===== config.mk =====
export PLATFORM = sky130hd
export DESIGN_NAME = positional_ordered_list_unit
export DESIGN_NICKNAME = d
export VERILOG_FILES = /design/src/hdl/pol_pkg.sv /design/src/hdl/positional_ordered_list_unit.sv /design/src/hdl/pol_cell.sv /design/src/hdl/pol_ctrl.sv
export SDC_FILE = /design/constraint.sdc
export NUM_CORES = 1
export LEC_CHECK = 0
export CAP_MARGIN = 25
export CORE_MARGIN = 1
export CORE_UTILIZATION = 70
export DETAILED_ROUTE_END_ITERATION = 7
export DONT_BUFFER_PORTS = 1
export PLACE_DENSITY_LB_ADDON = 0.1
export SLEW_MARGIN = 10
export SYNTH_ARGS = -nofsm -noshare
export SYNTH_HDL_FRONTEND = slang
export SYNTH_HIERARCHICAL = 1
export SYNTH_SLANG_ARGS = --single-unit

===== constraint.sdc =====
create_clock -name clk -period 29.7 [get_ports clk]
set_clock_uncertainty 0.1 [all_clocks]
set_input_delay 5.94 -clock clk [delete_from_list [all_inputs] [get_ports clk]]
set_output_delay 5.94 -clock clk [all_outputs]
set_load 0.02 [all_outputs]

===== src/hdl/pol_pkg.sv =====
// ----------------------------------------------------------------------------
// pol_pkg
// Types and constants shared by the positional ordered list unit.
// ----------------------------------------------------------------------------
`timescale 1ns / 1ps
`default_nettype none

package pol_pkg;

    localparam int LIST_DEPTH_DEF = 16;

    localparam int ACTION_W = 3;
    localparam int VALUE_W  = 32;
    localparam int POS_W    = 5;
    localparam int STATUS_W = 2;
    localparam int COUNT_W  = 5;

    typedef enum logic [ACTION_W-1:0] {
        ACT_APPEND    = 3'd0,
        ACT_INS_START = 3'd1,
        ACT_INS_POS   = 3'd2,
        ACT_DEL_START = 3'd3,
        ACT_DEL_END   = 3'd4,
        ACT_DEL_POS   = 3'd5
    } action_t;

    typedef enum logic [STATUS_W-1:0] {
        ST_OK      = 2'd0,
        ST_EMPTY   = 2'd1,
        ST_INVALID = 2'd2,
        ST_FULL    = 2'd3
    } status_t;

    typedef enum logic [1:0] {
        OP_HOLD   = 2'd0,
        OP_INSERT = 2'd1,
        OP_DELETE = 2'd2
    } op_t;

    typedef struct packed {
        op_t     op;
        status_t status;
    } cmd_t;

endpackage

`default_nettype wire


===== src/hdl/positional_ordered_list_unit.sv =====
// ----------------------------------------------------------------------------
// positional_ordered_list_unit
// Bounded ordered list of signed 32-bit values with insert and delete at the
// start, the end or a 1-based position. The entries sit in a row of cells;
// on each transfer every cell in parallel holds, loads the new value or takes
// its neighbour's entry, so one request is taken per clock cycle unless a
// response is stalled; the result is in the output register the cycle after.
// Throughput is set by the shift of the cell row and the OR tree that picks
// out the removed entry. The list is empty out of reset; no clearing pass.
// ----------------------------------------------------------------------------
`timescale 1ns / 1ps
`default_nettype none

module positional_ordered_list_unit #(
    parameter int LIST_DEPTH = pol_pkg::LIST_DEPTH_DEF
) (
    input  wire logic                                clk,
    input  wire logic                                rst_n,
    input  wire logic                                req_valid,
    output logic                                     req_stall,
    input  wire logic [pol_pkg::ACTION_W-1:0]        action,
    input  wire logic signed [pol_pkg::VALUE_W-1:0]  value,
    input  wire logic [pol_pkg::POS_W-1:0]           position,
    output logic                                     rsp_valid,
    input  wire logic                                rsp_stall,
    output logic [pol_pkg::STATUS_W-1:0]             status,
    output logic signed [pol_pkg::VALUE_W-1:0]       removed_value,
    output logic [pol_pkg::COUNT_W-1:0]              count
);

    localparam int IDX_W = $clog2(LIST_DEPTH);
    localparam int CNT_W = $clog2(LIST_DEPTH + 1);

    logic                                go;
    pol_pkg::cmd_t                       cmd;
    logic [IDX_W-1:0]                    idx;
    logic [CNT_W-1:0]                    cnt;
    logic [CNT_W-1:0]                    cnt_after;
    logic signed [pol_pkg::VALUE_W-1:0]  cell_data [LIST_DEPTH];
    logic signed [pol_pkg::VALUE_W-1:0]  cell_sel  [LIST_DEPTH];
    logic signed [pol_pkg::VALUE_W-1:0]  picked;

    logic                                rsp_valid_reg;
    logic [pol_pkg::STATUS_W-1:0]        status_reg;
    logic signed [pol_pkg::VALUE_W-1:0]  removed_reg;
    logic [pol_pkg::COUNT_W-1:0]         count_reg;

    assign req_stall = rsp_valid_reg && rsp_stall;
    assign go        = req_valid && !req_stall;

    pol_ctrl #(
        .LIST_DEPTH (LIST_DEPTH),
        .IDX_W      (IDX_W),
        .CNT_W      (CNT_W)
    ) u_ctrl (
        .clk       (clk),
        .rst_n     (rst_n),
        .go        (go),
        .action    (action),
        .position  (position),
        .cmd       (cmd),
        .idx       (idx),
        .cnt       (cnt),
        .cnt_after (cnt_after)
    );

    for (genvar i = 0; i < LIST_DEPTH; i++)
    begin : g_cell
        pol_cell #(
            .IDX_W    (IDX_W),
            .CELL_IDX (i)
        ) u_cell (
            .clk        (clk),
            .op         (cmd.op),
            .idx        (idx),
            .value      (value),
            .left_data  ((i == 0) ? value : cell_data[(i == 0) ? 0 : i - 1]),
            .right_data (cell_data[(i == LIST_DEPTH - 1) ? i : i + 1]),
            .data       (cell_data[i]),
            .sel_data   (cell_sel[i])
        );
    end

    always_comb
    begin
        picked = '0;
        for (int i = 0; i < LIST_DEPTH; i++)
        begin
            picked = picked | cell_sel[i];
        end
    end

    always_ff @(posedge clk or negedge rst_n)
    begin
        if (!rst_n)
        begin
            rsp_valid_reg <= 1'b0;
        end
        else if (go)
        begin
            rsp_valid_reg <= 1'b1;
        end
        else if (!rsp_stall)
        begin
            rsp_valid_reg <= 1'b0;
        end
    end

    always_ff @(posedge clk)
    begin
        if (go)
        begin
            status_reg  <= cmd.status;
            removed_reg <= (cmd.op == pol_pkg::OP_DELETE) ? picked : '0;
            count_reg   <= pol_pkg::COUNT_W'(cnt_after);
        end
    end

    assign rsp_valid     = rsp_valid_reg;
    assign status        = status_reg;
    assign removed_value = removed_reg;
    assign count         = count_reg;

    a_cnt_hold: assert property (@(posedge clk) disable iff (!rst_n)
        !go |=> $stable(cnt))
        else $error("entry count moved without a transfer");

    a_reject_hold: assert property (@(posedge clk) disable iff (!rst_n)
        go && cmd.status != pol_pkg::ST_OK |=> $stable(cnt))
        else $error("rejected request changed the entry count");

    a_ins_inc: assert property (@(posedge clk) disable iff (!rst_n)
        cmd.op == pol_pkg::OP_INSERT |=> cnt == CNT_W'($past(cnt) + 1'b1))
        else $error("insert did not grow the list by one");

    a_removed_zero: assert property (@(posedge clk) disable iff (!rst_n)
        rsp_valid && status != pol_pkg::ST_OK |-> removed_value == '0)
        else $error("removed value set on a failed request");

    a_cnt_bound: assert property (@(posedge clk) disable iff (!rst_n)
        cnt <= CNT_W'(LIST_DEPTH))
        else $error("entry count beyond list depth");

endmodule

`default_nettype wire


===== src/hdl/pol_cell.sv =====
// ----------------------------------------------------------------------------
// pol_cell
// One list slot: holds, loads the new value, or takes a neighbour's entry.
// ----------------------------------------------------------------------------
`timescale 1ns / 1ps
`default_nettype none

module pol_cell #(
    parameter int IDX_W    = 4,
    parameter int CELL_IDX = 0
) (
    input  wire logic                                clk,
    input  wire pol_pkg::op_t                        op,
    input  wire logic [IDX_W-1:0]                    idx,
    input  wire logic signed [pol_pkg::VALUE_W-1:0]  value,
    input  wire logic signed [pol_pkg::VALUE_W-1:0]  left_data,
    input  wire logic signed [pol_pkg::VALUE_W-1:0]  right_data,
    output logic signed [pol_pkg::VALUE_W-1:0]       data,
    output logic signed [pol_pkg::VALUE_W-1:0]       sel_data
);

    localparam logic [IDX_W-1:0] MY_IDX = IDX_W'(CELL_IDX);

    logic signed [pol_pkg::VALUE_W-1:0] data_reg;
    logic signed [pol_pkg::VALUE_W-1:0] data_next;

    always_comb
    begin
        data_next = data_reg;
        case (op)
            pol_pkg::OP_INSERT:
            begin
                if (MY_IDX == idx)
                begin
                    data_next = value;
                end
                else if (MY_IDX > idx)
                begin
                    data_next = left_data;
                end
            end
            pol_pkg::OP_DELETE:
            begin
                if (MY_IDX >= idx)
                begin
                    data_next = right_data;
                end
            end
            default:
            begin
                data_next = data_reg;
            end
        endcase
    end

    always_ff @(posedge clk)
    begin
        data_reg <= data_next;
    end

    assign data     = data_reg;
    assign sel_data = (MY_IDX == idx) ? data_reg : '0;

endmodule

`default_nettype wire


===== src/hdl/pol_ctrl.sv =====
// ----------------------------------------------------------------------------
// pol_ctrl
// Request decode, bounds checks and entry count register.
// ----------------------------------------------------------------------------
`timescale 1ns / 1ps
`default_nettype none

module pol_ctrl #(
    parameter int LIST_DEPTH = pol_pkg::LIST_DEPTH_DEF,
    parameter int IDX_W      = $clog2(LIST_DEPTH),
    parameter int CNT_W      = $clog2(LIST_DEPTH + 1)
) (
    input  wire logic                          clk,
    input  wire logic                          rst_n,
    input  wire logic                          go,
    input  wire logic [pol_pkg::ACTION_W-1:0]  action,
    input  wire logic [pol_pkg::POS_W-1:0]     position,
    output pol_pkg::cmd_t                      cmd,
    output logic [IDX_W-1:0]                   idx,
    output logic [CNT_W-1:0]                   cnt,
    output logic [CNT_W-1:0]                   cnt_after
);

    localparam int CMP_W = ((CNT_W > pol_pkg::POS_W) ? CNT_W : pol_pkg::POS_W) + 1;

    logic [CNT_W-1:0] cnt_reg;
    logic [CNT_W-1:0] cnt_next;
    logic [CMP_W-1:0] cnt_w;
    logic [CMP_W-1:0] pos_w;
    logic [CMP_W-1:0] idx_w;
    logic             full;
    logic             empty;
    pol_pkg::cmd_t    dec;

    assign cnt_w = CMP_W'(cnt_reg);
    assign pos_w = CMP_W'(position);
    assign full  = (cnt_reg == CNT_W'(LIST_DEPTH));
    assign empty = (cnt_reg == '0);

    always_comb
    begin
        dec.op     = pol_pkg::OP_HOLD;
        dec.status = pol_pkg::ST_OK;
        idx_w      = '0;
        case (action)
            pol_pkg::ACT_APPEND,
            pol_pkg::ACT_INS_START,
            pol_pkg::ACT_INS_POS:
            begin
                if (full)
                begin
                    dec.status = pol_pkg::ST_FULL;
                end
                else if (action == pol_pkg::ACT_APPEND)
                begin
                    dec.op = pol_pkg::OP_INSERT;
                    idx_w  = cnt_w;
                end
                else if (action == pol_pkg::ACT_INS_START)
                begin
                    dec.op = pol_pkg::OP_INSERT;
                end
                else if (pos_w == '0 || pos_w > cnt_w + 1'b1)
                begin
                    dec.status = pol_pkg::ST_INVALID;
                end
                else
                begin
                    dec.op = pol_pkg::OP_INSERT;
                    idx_w  = pos_w - 1'b1;
                end
            end
            pol_pkg::ACT_DEL_START,
            pol_pkg::ACT_DEL_END,
            pol_pkg::ACT_DEL_POS:
            begin
                if (empty)
                begin
                    dec.status = pol_pkg::ST_EMPTY;
                end
                else if (action == pol_pkg::ACT_DEL_START)
                begin
                    dec.op = pol_pkg::OP_DELETE;
                end
                else if (action == pol_pkg::ACT_DEL_END)
                begin
                    dec.op = pol_pkg::OP_DELETE;
                    idx_w  = cnt_w - 1'b1;
                end
                else if (pos_w == '0 || pos_w > cnt_w)
                begin
                    dec.status = pol_pkg::ST_INVALID;
                end
                else
                begin
                    dec.op = pol_pkg::OP_DELETE;
                    idx_w  = pos_w - 1'b1;
                end
            end
            default:
            begin
                dec.status = pol_pkg::ST_INVALID;
            end
        endcase
    end

    always_comb
    begin
        case (dec.op)
            pol_pkg::OP_INSERT: cnt_next = cnt_reg + 1'b1;
            pol_pkg::OP_DELETE: cnt_next = cnt_reg - 1'b1;
            default:            cnt_next = cnt_reg;
        endcase
    end

    always_ff @(posedge clk or negedge rst_n)
    begin
        if (!rst_n)
        begin
            cnt_reg <= '0;
        end
        else if (go)
        begin
            cnt_reg <= cnt_next;
        end
    end

    assign cmd.op     = go ? dec.op : pol_pkg::OP_HOLD;
    assign cmd.status = dec.status;
    assign idx        = idx_w[IDX_W-1:0];
    assign cnt        = cnt_reg;
    assign cnt_after  = cnt_next;

endmodule

`default_nettype wire

* Word level (Yosys, flattened, before mapping)
Index checks and enable logic that the tools add are counted.
** Storage, ports and cells
- Output and inout port bits :: 41
- Register bits after elaboration :: 557
- Input bits :: 44
** Operators by class
- Reduce and logical (&&, ||, !) cells :: 29
- Equality and inequality tests :: 56
- Order comparisons :: 33
- Bitwise gates (word level) :: 15
- Muxes and demuxes :: 109
- Add/sub/neg operators :: 5
** Operator list (number)
- two-way mux 32 bit :: 63
- case mux 32 bit (2 select lines) :: 15
- OR 32 bit :: 15
- != test 3 x 1 -> 1 bit (second input constant) :: 15
- AND reduction 3 bit :: 15
- equality test 4 bit (first input constant) :: 8
- > comparator 4 bit (first input constant) :: 8
- two-way mux 2 bit :: 16
- two-way mux 4 bit :: 8
- != test 2 x 1 -> 1 bit (second input constant) :: 16
- greater-or-equal comparator 4 bit (first input constant) :: 7
- equality test 3 x 4 -> 1 bit (first input constant) :: 4
- greater-or-equal comparator 3 x 4 -> 1 bit (first input constant) :: 4
- > comparator 3 x 4 -> 1 bit (first input constant) :: 4
- case mux 5 bit (2 select lines) :: 1
- equality test 2 x 4 -> 1 bit (first input constant) :: 2
- greater-or-equal comparator 1 x 4 -> 1 bit (first input constant) :: 2
- greater-or-equal comparator 2 x 4 -> 1 bit (first input constant) :: 2
- > comparator 1 x 4 -> 1 bit (first input constant) :: 2
- > comparator 2 x 4 -> 1 bit (first input constant) :: 2
- case mux 2 bit (2 select lines) :: 2
- case mux 4 bit (2 select lines) :: 1
- subtractor 4 x 1 -> 4 bit (second input constant) :: 2
- adder 5 x 1 -> 6 bit (second input constant) :: 1
- 22 further kinds :: 32

* Logic depth before layout (Yosys ltp)
Gate-level depths: netlist of run 1.
- Depth in word-level cells :: 25
- Mapped depth :: 16

* Cells and area by module
Netlist of run 1, hierarchy kept.
** Modules (own cells, without submodules)
- pol_cell (g_cell[11].u_cell ...) :: seq. area each 960.9 um2, area each 1866.8 um2, cells each 214, instances 2
- positional_ordered_list_unit :: seq. area each 1196.1 um2, area each 2343.5 um2, cells each 207, instances 1
- pol_cell (g_cell[2].u_cell) :: seq. area each 960.9 um2, area each 1919.3 um2, cells each 178, instances 1
- pol_cell (g_cell[1].u_cell) :: seq. area each 960.9 um2, area each 1916.8 um2, cells each 178, instances 1
- pol_cell (g_cell[10].u_cell) :: seq. area each 960.9 um2, area each 1913.1 um2, cells each 179, instances 1
- pol_cell (g_cell[12].u_cell) :: seq. area each 960.9 um2, area each 1911.8 um2, cells each 179, instances 1
- pol_cell (g_cell[9].u_cell) :: seq. area each 960.9 um2, area each 1909.3 um2, cells each 179, instances 1
- pol_cell (g_cell[6].u_cell) :: seq. area each 960.9 um2, area each 1908.1 um2, cells each 178, instances 1
- pol_cell (g_cell[5].u_cell) :: seq. area each 960.9 um2, area each 1905.6 um2, cells each 178, instances 1
- pol_cell (g_cell[3].u_cell) :: seq. area each 960.9 um2, area each 1904.3 um2, cells each 178, instances 1
- pol_cell (g_cell[4].u_cell) :: seq. area each 960.9 um2, area each 1890.6 um2, cells each 180, instances 1
- pol_cell (g_cell[8].u_cell) :: seq. area each 960.9 um2, area each 1890.6 um2, cells each 179, instances 1
- pol_cell (g_cell[15].u_cell) :: seq. area each 960.9 um2, area each 1888.1 um2, cells each 178, instances 1
- pol_cell (g_cell[0].u_cell) :: seq. area each 960.9 um2, area each 1881.8 um2, cells each 178, instances 1
- 3 more rows

* Least setup slack after synthesis of run 1
Ideal clock, no wire load.
- Path kind :: input to register
- Start point :: input port rsp_stall
- End point :: register g_cell[2].u_cell.data_reg (netlist bit g_cell[2].u_cell/data[0]) (enable)
- Slack :: 14.641 ns
- Arrival :: 14.364 ns
- Stages on the path :: 5
- Path buffers :: 0
- Path through :: and2_1 > nor2b_1 > and3_1 > xnor2_1 > a2111oi_0
** RTL lines
- start, declared :: line positional_ordered_list_unit.sv:25 : input wire logic rsp_stall,
- end signal, assigned :: line pol_cell.sv:58 : data_reg <= data_next;
- end, declared :: line pol_cell.sv:24 : logic signed [pol_pkg::VALUE_W-1:0] data_reg;

* Final worst setup path of run 1
- Start point :: input port rsp_stall
- End point :: output port req_stall
** On the way
- Word-level cells in the longest chain between the ends :: 1
** RTL lines
- logical AND 1 bit :: line positional_ordered_list_unit.sv:48 : assign req_stall = rsp_valid_reg && rsp_stall;
- end, declared :: line positional_ordered_list_unit.sv:20 : output logic req_stall,
Every way passes these cells.

==> results by group, run 1 <==
Outcome
  – Outcome: finished clean

Place
  – Global placement routability congestion: around 0.9
  – Cells after DPL: 3784
  – Detailed Place HPWL: 57970 um
  – Post-place setup slack: 17.41 ns
  – IO Port Bufs: 0

CTS
  – Root Driver: clkbuf_16
  – Gates resized, CTS repair: 0
  – Maximum root-to-sink buffer count: 3
  – Inserted Clock Buffers: 58
  – Postcts setup bufs: 0
  – Worst-Skew Late Latency: 0.63 ns
  – H-tree Lvls: 2
  – TritonCTS clock tree: built
  – Clk sink count: 557
  – Hold buffer count at CTS: 0
  – Clock-pin slew on the worst setup and hold paths: 0.06 ns

Finish
  – Most frequent cells in the layout: 551 x edfxtp_1, 516 x and2_1, 491 x nor2_1
  – Layout cells sized above 1: 0.06386
  – Fin nets: 3295
  – N_diodes: 0
  – Layout area overhead: 4.723%
  – Final Non-Filler Cells: 3888
  – Largest register FFs: 512
  – Commonest non-fill, non-tap cell in the layout: edfxtp_1

Timing
  – Tmin final: around 12 ns
  – Slew at the pin closest to its max-slew limit: around 1.1 ns
  – Fmax: around 81 MHz
  – Period utilization: 0.4137
  – RSZ-0062 raised after global routing: no
  – Final WS setup: 17.41 ns
  – Final Max Slew Viols: 0
  – Final setup fails: 0
  – Setup total negative slack: 0 ns
  – Hold slack final: slightly below 0.5 ns
  – Hold violation count in the final report: 0
  – Max-Slew Margin vs Limit: 0.2701

Worst setup path
  – CP peak stage delay: 0.31 ns
  – CP Launch Type: primary input
  – Crit-path cells: and2_1
  – Bufs and invs on worst path: 0
  – Crit path DAT: 6.25 ns
  – Critical path data required time: 23.66 ns
  – Worst-path maximum fanout: 3
  – CP endpoint kind: output port
  – Delay-heaviest family, CP: simple AND/OR/NAND/NOR gates
  – Setup Crit Path Kind: primary input to output port
  – Slowest-stage cell, CP: and2_1

Synth
  – Synth Register Bits: 557
  – Number of flops mapped to enable cells by yosys: around 550
  – Yosys synthesis warning count: 6
  – Ys flop type: edfxtp_1
  – Post-Synthesis Net Count: 3413
  – Synth area leaders: edfxtp_1 49%, mux2i_1 11%, and2_1 9.6%
  – Area leader, netlist: edfxtp_1
  – Post-Syn Instances: 3348
  – FFs w/ async S/R, synth: 0.01077
  – Cell variety after synth: 63
  – Synth top area share: 0.4899
  – Synthesized area: 33780 um^2
  – Post-synthesis sequential area ratio: 0.4943
  – Mapped Avg Cell Area: 10.09 um^2

Route
  – DRC Markers: 0
  – Iter 0 DRT Violations: around 3300
  – DR vias: 26570
  – Routed WL: 100300 um
  – DRT Pass-1 Iters: 6
  – Routed vias/inst: 6.834
  – Final ANT Viol Nets: 0
  – Wirelength per Cell: 25.81 um

Power and ir drop
  – Lkg Pwr: 0.01236 uW
  – PD cells: 76.05 nW/um^2
  – Power Total: 2690 uW
  – Peak supply drop: 0.05220 mV

Die
  – # rows: 80
  – Ports: 85
  – Die area: 49130 um^2
  – Die height: 221.7 um
  – Die width: 221.7 um
  – Initial core utilization: 0.7089
  – Core box area: 47650 um^2

Global routing
  – GRT Residual Overflow: 0
  – Total GRT Usage: 0.4031
  – Largest net degree at the start of global routing: 66
  – Vias in the first global route: 25610
  – Initial antenna violation count: 0
  – First-pass GRT wire length: 150500 um

Job
  – Total of max-cap violations: 0

Worst hold path
  – Hold Crit Class: flip-flop to flip-flop
==> cell usage after synthesis, drive strengths merged, types with 3 or more instances <==
cell type / count
and4bb: 6
inv: 13
dfrtp: 6
a21o: 4
o21ai: 41
nand3: 7
mux2i: 386
ha: 20
nor4: 131
edfxtp: 551
and4b: 4
and2: 516
xnor2: 21
clkbuf: 112
xor2: 3
a41oi: 33
or4: 4
nand2b: 23
buf: 130
nor2b: 5
nand2: 301
nor3: 5
nor2: 491
nand4b: 4
a31oi: 132
a21oi: 363
and3: 3
nor4b: 6
==> layout make-up <==
cell class / count / area, um^2
fillers: 3372 / 12270
flip-flops and latches: 557 / 16700
inverters: 13 / 48.80
multi-input cells: 2536 / 15610
clock buffers: 69 / 1514
clock inverters: 34 / 242.7
well taps: 615 / 769.5
repair buffers: 64 / 488.0
==> kinds of logic after synthesis <==
| group | after synthesis | synth area share |
|---|---|---|
| and+or+nand+nor | 1514 | 0.2272 |
| AOI/OAI and AO/OA | 590 | 0.09843 |
| buffers and inverters | 255 | 0.05112 |
| DFF | 557 | 0.4943 |
| muxes | 387 | 0.1147 |
| xor gates and xnor gates | 24 | 0.006224 |
| adders and majority gates | 21 | 0.008002 |
==> worst paths after layout <==
check | endpoint | slack [ns] | depth (start not counted) | from
setup / recovery | req_stall | 17.41 | 1 | rsp_stall
hold / removal | g_cell[15].u_cell/data[20]$_DFFE_PP_ | 0.49 | 2 | g_cell[15].u_cell/data[20]$_DFFE_PP_
setup reg to reg | removed_value[31]$_SDFFCE_PP0P_ | 23.89 | 14 | u_ctrl/cnt[0]$_DFFE_PN0P_
hold reg to reg | g_cell[15].u_cell/data[20]$_DFFE_PP_ | 0.49 | 2 | g_cell[15].u_cell/data[20]$_DFFE_PP_
max in group asynchronous | u_ctrl/cnt[2]$_DFFE_PN0P_ | 24.52 | 0 | rst_n
min in group asynchronous | u_ctrl/cnt[0]$_DFFE_PN0P_ | 4.90 | 0 | rst_n
==> power by group <==
| group | switching, uW | internal (uW) | total (uW) |
|---|---|---|---|
| sequential | 107 | 1090 | 1200 |
| combinational | 504 | 287 | 791 |
| clock | 311 | 387 | 697 |
==> layer usage <==
layer	vias to the layer above	global-route usage	routed length (um)
met2	1744	0.6557	46750
met3	368	0.07395	11570
li1	11770	-	-
met1	12690	0.5194	36940
met4	0	0.2061	5096
met5	-	0	0
==> worst reg2reg max path, stage by stage, from the launching register on <==
cell      delay [ns]
dfrtp_1         0.56
inv_1           0.24
ha_1            0.35
inv_1           0.06
ha_1            0.28
nor2b_1         0.13
o21bai_1        0.17
a31oi_2         0.20
or4_1           0.55
nand3_2         0.65
and4b_2         0.78
buf_4           0.62
and2_1          0.23
nor4_1          0.05
a41oi_1         0.55
==> stage by stage <==
stage,instance area (um^2),utilization
after floorplan,33780,-
after global placement,33600,0.7052
after detailed placement,33600,0.7052
after CTS,35360,0.7421
after global routing,35370,0.7424
final,35370,0.7424
No activity file was read; power rests on OpenSTA's default activity.
==> run 2: changes to the inputs <==
Settings changed: ABC_AREA from default to 1, CORE_UTILIZATION 70 to 59.
Clock period 29.7 ns to 10.35 ns, I/O delays scaled along.
==> run 2 against run 1 <==
Sequential share of layout area is 8.5 points lower; cell count is 83% higher; critical path type is now primary input to flip-flop; global-route usage is 6.8 points lower; combinational power grew to 3.9 times the previous value; synthesized area is 21% higher; power grew to 3.3 times the previous value; cell area is 22% higher; sequential power grew to 3.0 times the previous value; die area is 43% higher; register-to-register slack worse by 19 ns; core utilization is 11 points lower; non-clock buffer count is 11 higher.
==> results by group, run 2 <==
CTS
  – Gates resized, CTS repair: 0 (unchanged)
  – TritonCTS clock tree: built
  – Postcts setup bufs: 0 (unchanged)
  – Worst-Skew Late Latency: 0.61 ns (-0.02 ns)
  – Maximum root-to-sink buffer count: 3 (unchanged)
  – Clk sink count: 557 (unchanged)
  – Clock-pin slew on the worst setup and hold paths: 0.06 ns (about the same)
  – Inserted Clock Buffers: 68 (+17%)
  – Root Driver: clkbuf_16
  – Hold buffer count at CTS: 0 (unchanged)
  – H-tree Lvls: 3 (+1)

Finish
  – Layout cells sized above 1: 0.04548 (-0.01838)
  – Fill cell count: 6521 (+93%)
  – N_diodes: 0 (unchanged)
  – Largest register FFs: 512 (unchanged)
  – Design area: 43160 um^2 (+22%)
  – Layout area overhead: 5.529%
  – Most frequent cells in the layout: 1775 x nand2_1, 1610 x inv_1, 1012 x nand3_1
  – Commonest non-fill, non-tap cell in the layout: nand2_1
  – Fin nets: 6211 (+88%)

Worst setup path
  – Cell repeated most along the worst path: nand2_1
  – Critical path data required time: 10.53 ns (-13.13 ns)
  – CP Launch Type: primary input
  – Crit-path cells: ha_1 > nand2_1 > inv_1 > o21ai_0 > nand3_1 > nand2_1 > nand2_1 > nand2_1 > nand2_1 > nand2_1 > buf_4 > inv_1 > nor2_4 > nand2_2 > a22oi_2 > buf_4
  – Setup Crit Path Kind: primary input to flip-flop
  – Worst-path maximum fanout: 36 (+33)
  – Slowest-stage cell, CP: nand2_2
  – CP endpoint kind: flip-flop
  – CP peak stage delay: 0.66 ns (+0.35 ns)
  – Crit path DAT: 5.94 ns (-0.31 ns)

Synth
  – FFs w/ async S/R, synth: 0.01077 (unchanged)
  – Cell variety after synth: 39 (-38%)
  – Synthesized area: 40890 um^2 (+21%)
  – Ys flop type: edfxtp_1
  – Mapped Avg Cell Area: 6.495 um^2 (-36%)
  – Synth top area share: 0.4046 (-0.08527)
  – Area leader, netlist: edfxtp_1
  – Number of flops mapped to enable cells by yosys: 551 (unchanged)
  – Yosys synthesis warning count: 6 (unchanged)
  – Synth Register Bits: 557 (unchanged)
  – Synth area leaders: edfxtp_1 40%, nand2_1 16%, inv_1 15%
  – Top cells by count, synth: 1778 x nand2_1, 1613 x inv_1, 1012 x nand3_1
  – Cell with the most instances after synthesis: nand2_1
  – Post-synthesis sequential area ratio: 0.4083 (-0.08604)
  – Post-Syn Instances: 6296 (+88%)
  – Post-Synthesis Net Count: 6361 (+86%)

Route
  – DRT Pass-1 Iters: 6 (unchanged)
  – DR vias: 36470 (+37%)
  – Final ANT Viol Nets: 0 (unchanged)
  – Routed WL: 118900 um (+19%)
  – Routed vias/inst: 5.114 (-25%)
  – Iter 0 DRT Violations: 4180 (+25%)
  – DRC Markers: 0 (unchanged)
  – Wirelength per Cell: 16.68 um (-35%)

Timing
  – Max-Slew Margin vs Limit: 0.3069 (+0.03679)
  – Tmin final: just under 6 ns
  – RSZ-0062 raised after global routing: no
  – Final setup fails: 0 (unchanged)
  – Setup total negative slack: 0 ns (unchanged)
  – Fmax: 173.6 MHz
  – Period utilization: 0.5567
  – Final Max Slew Viols: 0 (unchanged)
  – Slew at the pin closest to its max-slew limit: 1.037 ns (-0.05188 ns)
  – Hold violation count in the final report: 0 (unchanged)

Worst hold path
  – Hold Crit Class: flip-flop to flip-flop

Place
  – IO Port Bufs: 0 (unchanged)
  – Detailed Place HPWL: 81300 um (+40%)
  – Cell Area, Placed: 41070 um^2 (+22%)
  – Global placement routability congestion: 0.9020 (+3.0%)

Die
  – Die area: 70370 um^2 (+43%)
  – Die height: 265.3 um (+20%)
  – Core box area: 68590 um^2 (+44%)
  – Ports: 85 (unchanged)
  – Initial core utilization: 0.5962 (-0.1127)
  – Die width: 265.3 um (+20%)
  – # rows: 96 (+20%)

Global routing
  – Vias in the first global route: 33330 (+30%)
  – Total GRT Usage: 0.3349 (-0.06816)
  – GRT Residual Overflow: 0 (unchanged)
  – First-pass GRT wire length: 187300 um (+24%)
  – Largest net degree at the start of global routing: 65 (-1.5%)
  – Initial antenna violation count: 0 (unchanged)

Job
  – Total of max-cap violations: 0 (unchanged)

Outcome
  – Outcome: finished clean

Power and ir drop
  – Lkg Pwr: 0.02459 uW (+99%)
  – Peak supply drop: 0.1424 mV (+170%)
  – PD cells: 206.3 nW/um^2 (+170%)
## run 2: kinds of logic (layout without fill, tap and decap cells)
| group | after synthesis | count (layout) | synth area share |
|---|---|---|---|
| simple gates | 3704 | 3704 | 0.3795 |
| buf+inv | 1929 | 1834 | 0.1910 |
| flops | 557 | 557 | 0.4083 |
| compound gates | 76 | 76 | 0.01273 |
| fa+ha+maj | 21 | 21 | 0.006609 |
| xor+xnor | 9 | 9 | 0.001927 |
## run 2: worst max-delay path: cells and delay by family
kind / cells / cell delay (ns)
AO/OA/AOI/OAI: 2 / 0.74
buffers and inverters: 4 / 0.95
AND/OR/NAND/NOR: 9 / 1.84
adder cells (fa/ha/maj): 1 / 0.31
## run 2: stage by stage
stage	total power [uW]	utilization	hold WS (ns)	worst slack, ns	std cells
finish	8903	0.6292	0.4611	4.588	7132
global route	9412	0.6292	0.4904	4.285	7132
CTS	8871	0.6283	0.4658	4.652	7129
global placement	6534	0.5979	0.4548	4.055	7001
floorplan	5765	-	0.4388	1.840	6296
detailed placement	6613	0.5987	0.4597	4.007	7004
## run 2: worst paths after layout
path	endpoint	startpoint	cells after the start	slack, ns
hold / removal	g_cell[10].u_cell/data[28]$_DFFE_PP_	g_cell[11].u_cell/data[28]$_DFFE_PP_	2	0.46
hold reg to reg	g_cell[10].u_cell/data[28]$_DFFE_PP_	g_cell[11].u_cell/data[28]$_DFFE_PP_	2	0.46
setup reg to reg	g_cell[4].u_cell/data[21]$_DFFE_PP_	u_ctrl/cnt[0]$_DFFE_PN0P_	21	4.84
setup / recovery	g_cell[4].u_cell/data[21]$_DFFE_PP_	position[2]	16	4.59
min in group asynchronous	u_ctrl/cnt[3]$_DFFE_PN0P_	rst_n	0	1.04
max in group asynchronous	u_ctrl/cnt[1]$_DFFE_PN0P_	rst_n	0	9.03
## run 2: layer usage
metal,global-route usage,vias up,part of all wire
met3,0.05592,175,0.10
met1,0.4842,16230,0.44
met2,0.5183,1622,0.44
li1,-,18450,-
met4,0.09249,0,0.024
met5,0,-,0
## run 2: power by group
| part | internal [uW] | switching, uW | leakage (uW) |
|---|---|---|---|
| clock | 1270 | 989 | 0.000986 |
| combinational | 868 | 2240 | 0.0184 |
| sequential | 3170 | 367 | 0.00515 |
## run 2: layout make-up
| cell class | instances | area (um^2) | area share |
|---|---|---|---|
| clock inverter | 36 | 206.4 | 0.004784 |
| timing repair buffer | 75 | 633.1 | 0.01467 |
| tap | 931 | 1165 | 0.02699 |
| multi-input combinational | 3810 | 16490 | 0.3822 |
| inverter | 1634 | 6138 | 0.1422 |
| clock buffer | 89 | 1823 | 0.04224 |
| sequential | 557 | 16700 | 0.3869 |
